==> src/design/vvt_pkg.sv <==
package vvt_pkg;

   // Default number of table slots.
   localparam int DEF_ENTRIES = 16;

   localparam int KEY_W   = 64;
   localparam int STAMP_W = 64;

   // Command codes.
   typedef enum logic [2:0] {
      CMD_ADD   = 3'd0,
      CMD_GET   = 3'd1,
      CMD_SET   = 3'd2,
      CMD_INC   = 3'd3,
      CMD_MERGE = 3'd4,
      CMD_CLEAR = 3'd5
   } cmd_type;

   // Result status codes.
   typedef enum logic [1:0] {
      ST_OK      = 2'd0,
      ST_DUP     = 2'd1,
      ST_FULL    = 2'd2,
      ST_MISSING = 2'd3
   } status_type;

   // Request beat.
   typedef struct packed {
      logic [2:0]         cmd;
      logic [KEY_W-1:0]   uid;
      logic [STAMP_W-1:0] stamp_in;
   } req_type;

   // Response beat.
   typedef struct packed {
      logic [STAMP_W-1:0] stamp_out;
      logic               found;
      logic [1:0]         status;
   } rsp_type;

   // Table lookup result for the current key.
   typedef struct packed {
      logic               hit;
      logic               full;
      logic [STAMP_W-1:0] stamp;
   } lookup_type;

   // Table update request.
   typedef struct packed {
      logic               wr_hit;   // overwrite stamp of the matching slot
      logic               wr_free;  // insert key into the lowest free slot
      logic               clear;    // drop every entry
      logic [STAMP_W-1:0] stamp;
   } update_type;

endpackage

==> src/design/vvt_table.sv <==
module vvt_table #(
   parameter int ENTRIES = vvt_pkg::DEF_ENTRIES
) (
   input  logic                     clock,
   input  logic                     reset,
   input  logic                     en,
   input  logic [vvt_pkg::KEY_W-1:0] key,
   input  vvt_pkg::update_type      upd,
   output vvt_pkg::lookup_type      lookup
);
   import vvt_pkg::*;

   logic [ENTRIES-1:0] entry_valid_ff, entry_valid_in;
   logic [KEY_W-1:0]   entry_uid_ff   [ENTRIES];
   logic [KEY_W-1:0]   entry_uid_in   [ENTRIES];
   logic [STAMP_W-1:0] entry_stamp_ff [ENTRIES];
   logic [STAMP_W-1:0] entry_stamp_in [ENTRIES];
   logic [ENTRIES-1:0] hit_vec;
   logic [ENTRIES-1:0] free_vec;
   logic [STAMP_W-1:0] rd_stamp;

   // Parallel match; uids are unique so at most one slot hits
   always_comb begin
      rd_stamp = '0;
      for (int i = 0; i < ENTRIES; i++) begin
         hit_vec[i] = entry_valid_ff[i] && (entry_uid_ff[i] == key);
         rd_stamp   = rd_stamp | ({STAMP_W{hit_vec[i]}} & entry_stamp_ff[i]);
      end
   end

   // Lowest free slot as a one-hot vector
   assign free_vec = ~entry_valid_ff & (entry_valid_ff + ENTRIES'(1));

   assign lookup.hit   = |hit_vec;
   assign lookup.full  = &entry_valid_ff;
   assign lookup.stamp = rd_stamp;

   // Slot updates
   always_comb begin
      entry_valid_in = entry_valid_ff;
      for (int i = 0; i < ENTRIES; i++) begin
         entry_uid_in[i]   = entry_uid_ff[i];
         entry_stamp_in[i] = entry_stamp_ff[i];
         if (en) begin
            if (upd.clear) begin
               entry_valid_in[i] = 1'b0;
            end else if (upd.wr_hit && hit_vec[i]) begin
               entry_stamp_in[i] = upd.stamp;
            end else if (upd.wr_free && free_vec[i]) begin
               entry_valid_in[i] = 1'b1;
               entry_uid_in[i]   = key;
               entry_stamp_in[i] = upd.stamp;
            end
         end
      end
   end

   always_ff @(posedge clock) begin
      if (reset) begin
         entry_valid_ff <= '0;
      end else begin
         entry_valid_ff <= entry_valid_in;
      end
   end

   // Payload, no reset
   always_ff @(posedge clock) begin
      entry_uid_ff   <= entry_uid_in;
      entry_stamp_ff <= entry_stamp_in;
   end

endmodule

==> src/design/vvt_cmd.sv <==
module vvt_cmd (
   input  vvt_pkg::req_type    req,
   input  vvt_pkg::lookup_type lookup,
   output vvt_pkg::update_type upd,
   output vvt_pkg::rsp_type    rsp
);
   import vvt_pkg::*;

   logic [STAMP_W-1:0] inc_stamp;
   logic [STAMP_W-1:0] max_stamp;

   assign inc_stamp = lookup.stamp + STAMP_W'(1);
   assign max_stamp = (req.stamp_in > lookup.stamp) ? req.stamp_in : lookup.stamp;

   // Command decode
   always_comb begin
      upd           = '0;
      rsp.stamp_out = '0;
      rsp.found     = lookup.hit;
      rsp.status    = ST_OK;
      case (req.cmd)
         CMD_ADD, CMD_MERGE: begin
            if (lookup.hit) begin
               if (req.cmd == CMD_ADD) begin
                  rsp.stamp_out = lookup.stamp;
                  rsp.status    = ST_DUP;
               end else begin
                  upd.wr_hit    = 1'b1;
                  upd.stamp     = max_stamp;
                  rsp.stamp_out = max_stamp;
               end
            end else if (lookup.full) begin
               rsp.status = ST_FULL;
            end else begin
               upd.wr_free   = 1'b1;
               upd.stamp     = req.stamp_in;
               rsp.stamp_out = req.stamp_in;
            end
         end
         CMD_SET: begin
            if (lookup.hit) begin
               upd.wr_hit    = 1'b1;
               upd.stamp     = req.stamp_in;
               rsp.stamp_out = req.stamp_in;
            end else begin
               rsp.status = ST_MISSING;
            end
         end
         CMD_INC: begin
            if (lookup.hit) begin
               upd.wr_hit    = 1'b1;
               upd.stamp     = inc_stamp;
               rsp.stamp_out = inc_stamp;
            end else begin
               rsp.status = ST_MISSING;
            end
         end
         CMD_CLEAR: begin
            upd.clear = 1'b1;
         end
         default: begin
            // get, and unused codes
            rsp.stamp_out = lookup.stamp;
         end
      endcase
   end

endmodule

==> src/design/version_vector_table_core.sv <==
// Channel  Dir  Beat type          Handshake
// req_     in   vvt_pkg::req_type  req_valid / req_ready
// rsp_     out  vvt_pkg::rsp_type  rsp_valid / rsp_ready
//
// One command per cycle sustained while responses are not stalled; an accepted
// command is registered in req_ff, then its response in rsp_ff. The rate is set
// by the loop of CAM match, lowest-free-slot pick and slot write on the entry registers.
// Reset clears the valid bits and both pipeline stages; no clearing pass.
// A stalled response holds the command register, which then stalls req_.
module version_vector_table_core #(
   parameter int ENTRIES = vvt_pkg::DEF_ENTRIES
) (
   input  logic             clock,
   input  logic             reset,
   input  logic             req_valid,
   output logic             req_ready,
   input  vvt_pkg::req_type req_data,
   output logic             rsp_valid,
   input  logic             rsp_ready,
   output vvt_pkg::rsp_type rsp_data
);
   import vvt_pkg::*;

   logic       req_valid_ff, req_valid_in;
   req_type    req_ff, req_in;
   logic       rsp_valid_ff, rsp_valid_in;
   rsp_type    rsp_ff, rsp_in;
   logic       move;
   lookup_type lookup;
   update_type upd;
   rsp_type    rsp_calc;

   // Command register drains whenever the response register can take a beat
   assign move      = !rsp_valid_ff || rsp_ready;
   assign req_ready = !req_valid_ff || move;

   always_comb begin
      req_valid_in = req_valid_ff;
      req_in       = req_ff;
      if (req_ready) begin
         req_valid_in = req_valid;
         req_in       = req_data;
      end
   end

   vvt_table #(
      .ENTRIES (ENTRIES)
   ) u_table (
      .clock  (clock),
      .reset  (reset),
      .en     (req_valid_ff && move),
      .key    (req_ff.uid),
      .upd    (upd),
      .lookup (lookup)
   );

   vvt_cmd u_cmd (
      .req    (req_ff),
      .lookup (lookup),
      .upd    (upd),
      .rsp    (rsp_calc)
   );

   // Response register
   always_comb begin
      rsp_valid_in = rsp_valid_ff;
      rsp_in       = rsp_ff;
      if (move) begin
         rsp_valid_in = req_valid_ff;
         rsp_in       = rsp_calc;
      end
   end

   always_ff @(posedge clock) begin
      if (reset) begin
         req_valid_ff <= 1'b0;
         rsp_valid_ff <= 1'b0;
      end else begin
         req_valid_ff <= req_valid_in;
         rsp_valid_ff <= rsp_valid_in;
      end
   end

   always_ff @(posedge clock) begin
      req_ff <= req_in;
      rsp_ff <= rsp_in;
   end

   assign rsp_valid = rsp_valid_ff;
   assign rsp_data  = rsp_ff;

endmodule

==> config.mk <==
export PLATFORM = sky130hd
export DESIGN_NAME = version_vector_table_core
export DESIGN_NICKNAME = d
export VERILOG_FILES = /design/src/design/vvt_pkg.sv /design/src/design/vvt_table.sv /design/src/design/vvt_cmd.sv /design/src/design/version_vector_table_core.sv
export SDC_FILE = /design/constraint.sdc
export NUM_CORES = 2
export LEC_CHECK = 0
export BUFFER_PORTS_ARGS = -buffer_cell sky130_fd_sc_hd__buf_2
export CORE_MARGIN = 5
export CORE_UTILIZATION = 55
export DETAILED_ROUTE_END_ITERATION = 10
export PLACE_DENSITY = 0.71
export SLEW_MARGIN = 25
export SYNTH_ARGS = -nofsm -noshare
export SYNTH_HDL_FRONTEND = slang
export SYNTH_SLANG_ARGS = --single-unit
==> constraint.sdc <==
create_clock -name clock -period 32.9 [get_ports clock]
set_input_delay 6.58 -clock clock [delete_from_list [all_inputs] [get_ports clock]]
set_output_delay 6.58 -clock clock [all_outputs]
set_load 0.02 [all_outputs]
==> Yosys cells after proc, flatten, opt, wreduce, memory -nomap -nowiden <==
Cells that the tools add are included.
{ "totals": {"reg_bits": 2264, "input_bits": 135, "output_inout_bits": 69, "elab_cells": 386} }
{ "classes": {"n_addsub": 2, "magnitude_cmp": 1, "n_eq_ne": 36, "mux": 103, "bitwise": 50, "reduce_logical": 138} }
{ "ops": {"columns": ["op", "count"], "rows": [
  ["64-bit 2-to-1 mux", 40],
  ["64-bit bitwise AND", 16],
  ["64-bit equality test", 16],
  ["64-bit bitwise OR", 15],
  ["64-bit case mux with 4 select lines", 1],
  ["64-bit case mux with 3 select lines", 1],
  ["3-bit AND reduction", 32],
  ["64-bit by 1-bit adder with 64-bit output, second input constant", 1],
  ["64-bit > comparator", 1],
  ["4-bit AND reduction", 16],
  ["2-bit nonzero test", 32],
  ["1-bit 2-to-1 mux", 56],
  ["1-bit logical AND", 49],
  ["2-bit by 1-bit inequality test with 1-bit output, second input constant", 16],
  ["1-bit NOT", 17],
  ["16-bit by 1-bit adder with 16-bit output, second input constant", 1],
  ["16-bit bitwise AND", 1],
  ["16-bit NOT", 1],
  ["16-bit AND reduction", 1],
  ["16-bit OR reduction", 1],
  ["3-bit by 2-bit equality test with 1-bit output, second input constant", 2],
  ["3-bit equality test, second input constant", 2],
  ["2-bit 2-to-1 mux", 3],
  ["2-bit case mux with 2 select lines", 1],
  ["5 further kinds", 8]
]} }

==> Logic depth before layout (Yosys ltp) <==
{ "depth": {"ltp_word": 25, "mapped_depth": 28, "mapped_depth_nobuf": 23} }

==> Cells and area by module <==
From an unflattened synthesis, not the netlist that was laid out.
{ "unflattened": {"cells_unflattened": 7235, "hier_area_um2": 99671.8} }
{ "by_module_without_submodules": {"columns": ["mod", "instances", "cells_each", "area_each_um2", "seq_area_each_um2"], "rows": [
  ["vvt_table", 1, 6066, 88164.6, 61819.3],
  ["version_vector_table_core", 1, 207, 6023.3, 5985.7],
  ["vvt_cmd", 1, 962, 5484.0, 0.0]
]} }

==> Worst setup path before layout <==
OpenSTA, ideal clock, no wires.
{ "synth_path": {"path_kind": "input port to output port", "from": "input port rsp_ready", "to": "output port req_ready", "arrival_ns": 9.523, "setup_slack_ns": 16.797, "stages": 2, "n_path_buf": 0, "cell_sequence": "nor2b_1 -> nand2_1"} }
{ "synth_via": {"elab_chain_cells": 2} }
{ "synth_lines": {"columns": ["element", "line_no", "rtl"], "rows": [
  ["from (decl)", "version_vector_table_core.sv:19", "input logic rsp_ready,"],
  ["1-bit logical OR", "version_vector_table_core.sv:34", "assign move = !rsp_valid_ff || rsp_ready;"],
  ["1-bit logical OR", "version_vector_table_core.sv:35", "assign req_ready = !req_valid_ff || move;"],
  ["to (decl)", "version_vector_table_core.sv:16", "output logic req_ready,"]
]} }
Every way passes these cells.

==> Final worst setup path <==
Ends and elaborated chain as after synthesis.

==> run summary <==
The flow ran to the end, and the final reports show no timing, DRC or antenna violations. The worst setup path is launched from an input pin. In the final routed layout, each cell accounts on average for 34.9 um. The run gives 35.7 nW as the static leakage. Derived from the worst setup path, the maximum achievable clock frequency is 0.0716 GHz.

The per-instance average area after synthesis came out at 13.8 um2. The routed layout has 70,800 vias. By area the synthesized netlist is led by edfxtp_1 (68%), xnor2_1 (4.4%), nand3_1 (3.1%), xor2_1 (2.7%), nand4_1 (2.5%). After clock tree synthesis, the clock-pin slew on the worst setup and hold paths is 60 ps. The largest individual stage delay along the critical path comes from the cell nor2b_1. The initial antenna violation count was 14. The share of the synthesized area in the top cell type is 68.2%, and the path depth of the worst reg2reg path is 25. After detailed routing, the number of vias per cell comes to 7.10. The multi-input combinational cells in the finished layout cover a total of 28,900 um2. Path type of the worst setup path: in -> out.

The number of remaining DRC errors was 0; the wire length after detailed routing was 348,000 um. Post-CTS resize count: 0. Among cell families on the critical path, the largest total delay comes from simple AND/OR/NAND/NOR gates. The most numerous cell type found on the critical path is buf_2. The tools report the portion of total power attributed to sequential cells as 53.7%. Entering global routing, the biggest net connects 68 pins. The post-synthesis async set-or-reset flop share came out at 0%.

The tools report the worst slew slack as a fraction of its limit as 18.0%. Of the available clock period, the critical path in the final layout requires 42.4%. In this run the clock root is driven by a clkbuf_16.

The tools report the via count of the first global-routing pass as 68,000. Summed over all nets, the switching power comes to 0.00134 W. The final layout contains 7,615 nets. From left edge to right edge, the die measures 434 um. The layout has 13,300 filler cells. The logs give 7,171 for the instance count of the mapped netlist and 3 for the largest buffer count on any clock path.

The measured slew at the worst slew-check pin came out at 1220 ps. The number of standard-cell rows in the floorplan is 155. For this configuration, the core starts out at a cell density of 55.3%. The count of input and output buffers works out to 203. Maximum VDD drop: 46.9 uV.

The area of the core region came out at 179,000 um2. Along the worst path, the maximum fanout reaches 4. The first detailed-routing pass ran for 9 iterations.

When the netlist entered floorplanning its net count stood at 7,371. The proportion of power drawn by the clock network was 41.5%. On the final layout, the worst hold slack is 544 ps. Power spread over the standard cell area amounts to 54.0 nW/um2. In this run the worst hold path is classified as reg -> reg. The worst setup path is captured at an output pin. In this run switching power makes up 22.4% of total power.

The internal power was 0.00463 W. The run gives 0 as the antenna violation net count after detailed routing. The largest single stage delay on the critical path is 360 ps.

The fraction of layout instances using a drive strength above 1 was 13.5%. Measured along the y axis, the die boundary spans 434 um. For the worst-skew pair, the clock arrives at the later sink with an insertion delay of 900 ps. The logs give 4.8% for the share of power burned in combinational logic and 26,320 ps for the data required time at the worst endpoint. For this block, the initial DRC count from the detailed router was 13,400.

Traced cell by cell, the critical path runs through buf_2 -> nor2b_1 -> nand2_4 -> buf_2. The worst hold path was traced through 2 stages. The final number of max-transition violations is 0. The number of enable-type register cells in the synthesized netlist was 2,246. Across the run, the number of max-cap violations was 0.

For the worst path arrival time, the log shows 7380 ps. In the final layout, flip-flops and latches occupy 67,800 um2. Buffers inserted during clock tree synthesis total 220. For the final database, setup skew stands at 48.7 ps.

TritonCTS built the clock tree. Yosys instantiated no cell more often than edfxtp_1. Post-route setup TNS: 0 ps. During synthesis, Yosys emitted a total of 0 warnings.

For the number of sinks on the clock net, the log shows 2,264. Setup repair after global routing left no endpoint under its margin. The top flip-flop cell by instance count after synthesis is edfxtp_1. The time the final worst path needs with I/O delays and setup came out at 13,960 ps. The synthesized design spends more area on one cell type than any other, namely edfxtp_1. After legalization and detailed placement, the total HPWL measured 195,000 um. In this run the post-CTS setup repair buffer count came out at 0. The number of failing setup endpoints in the final timing report is 0, and the logic depth of the worst path, buffers included is 4.

Global placer's final weighted congestion: 0.924. The I/O pin total is 204, and the number of synthesized register bits is 2,264. The die covers 189,000 um2. Compared with the post-synthesis result, the final layout area differs by 11.6%. For this run the aggregate overflow at the end of global routing stands at 0. Combined buffer and inverter count along the critical path: 2. For the count of distinct cell types in the synthesized netlist, the log shows 91. The number of hold violations in the final report came out at 0. Counting instances in the post-synthesis netlist gives the leading cell types as edfxtp_1 (2,246), nand3_1 (611), xnor2_1 (493), nor3_1 (440), nand4_1 (390). Sequential elements use 68.5% of the synthesized area.

The global router's overall resource usage was 36.1%. The first global-routing pass estimated 486,000 um of wire. For the H-tree depth, the log shows 4.

For the cell area after synthesis, the log shows 99,000 um2. The run gives 0 as the quantity of hold-fixing buffers added after cts.
[layout make-up]
type	count	area share (%)
inverter	152	0.516
sequential	2264	61.4
timing repair buffer	506	2.98
multi-input combinational	4271	26.1
tap	2355	2.67
antenna	7	0.0159
clock inverter	140	1.04
clock buffer	275	5.27
[layer usage]
| layer | up-vias | GRT usage [%] | part of all wire (%) |
|---|---|---|---|
| li1 | 28100 | - | - |
| met1 | 34600 | 48.5 | 35 |
| met2 | 6563 | 52.8 | 43 |
| met3 | 1468 | 11.5 | 15 |
| met4 | 10 | 19.4 | 6.8 |
| met5 | - | 0.182 | 0.029 |
[per-stage QoR]
step | instances | total power (W) | instance area (um2) | setup WS [ps] | util (%)
2_1_floorplan | 7171 | 0.00342 | 99000 | 16800 | -
3_3_place_gp | 9548 | 0.00354 | 103000 | 18930 | 57.8
3_5_place_dp | 9548 | 0.00354 | 103000 | 18930 | 57.9
4_1_cts | 9963 | 0.00596 | 110000 | 18930 | 61.8
5_1_grt | 9966 | 0.00610 | 110000 | 18870 | 61.8
6_report | 9970 | 0.00597 | 110000 | 18940 | 61.8
[path summary, 6_finish.rpt]
path                                                              start  slack (ps)                                 endpoint
worst min register to register  u_table.entry_valid_ff[10]$_SDFFE_PP0P_         540  u_table.entry_valid_ff[10]$_SDFFE_PP0P_
worst max-delay path                                          rsp_ready       18940                                req_ready
worst max register to register                     req_ff[99]$_DFFE_PP_       23430                   rsp_data[15]$_DFFE_PN_
worst min-delay path            u_table.entry_valid_ff[10]$_SDFFE_PP0P_         540  u_table.entry_valid_ff[10]$_SDFFE_PP0P_
[sequential cells by signal (all words and copies together) (netlist names)]
register                flops
rsp_data                   67
req_valid_ff                1
u_table.entry_uid_ff     1024
u_table.entry_stamp_ff   1024
req_ff                    131
u_table.entry_valid_ff     16
rsp_valid                   1
[cell usage in the layout (no fill, tap or decap), drive strengths merged, types with 112 or more instances in the layout]
| cell type | netlist | routed |
|---|---|---|
| clkbuf | 220 | 275 |
| clkinv | 1 | 112 |
| nand3 | 615 | 615 |
| buf | 264 | 506 |
| nor4 | 247 | 247 |
| nand4 | 417 | 417 |
| xor2 | 302 | 302 |
| xnor2 | 494 | 494 |
| nor3 | 444 | 444 |
| nand2b | 218 | 218 |
| inv | 151 | 157 |
| nand2 | 384 | 384 |
| edfxtp | 2246 | 2246 |
[power groups by stage]
stage | registers, W | logic, W | clock network, W
6_report | 0.00320 | 0.000289 | 0.00248
5_1_grt | 0.00320 | 0.000297 | 0.00260
2_1_floorplan | 0.00328 | 0.000140 | 0
4_1_cts | 0.00320 | 0.000280 | 0.00248
3_3_place_gp | 0.00326 | 0.000273 | 0
3_5_place_dp | 0.00327 | 0.000279 | 0
[worst min-delay path: cells and delay by family, from the launching register on]
| kind | cells | cell delay (ps) |
|---|---|---|
| DFF | 1 | 350 |
| and+or+nand+nor | 1 | 70 |
| AOI/OAI and AO/OA | 1 | 70 |
[cells by family (layout without fill, tap and decap cells)]
| group | Yosys count | after routing | share of synthesized area [%] |
|---|---|---|---|
| muxes | 25 | 25 | 0.269 |
| and+or+nand+nor | 2683 | 2683 | 15.0 |
| DFF | 2264 | 2264 | 68.5 |
| buffers and inverters | 636 | 1073 | 3.01 |
| xor gates and xnor gates | 796 | 796 | 7.05 |
| other | 0 | 7 | 0 |
| AOI/OAI and AO/OA | 702 | 702 | 5.32 |
| adders and majority gates | 65 | 65 | 0.822 |
No activity file was read; power rests on OpenSTA's default activity.
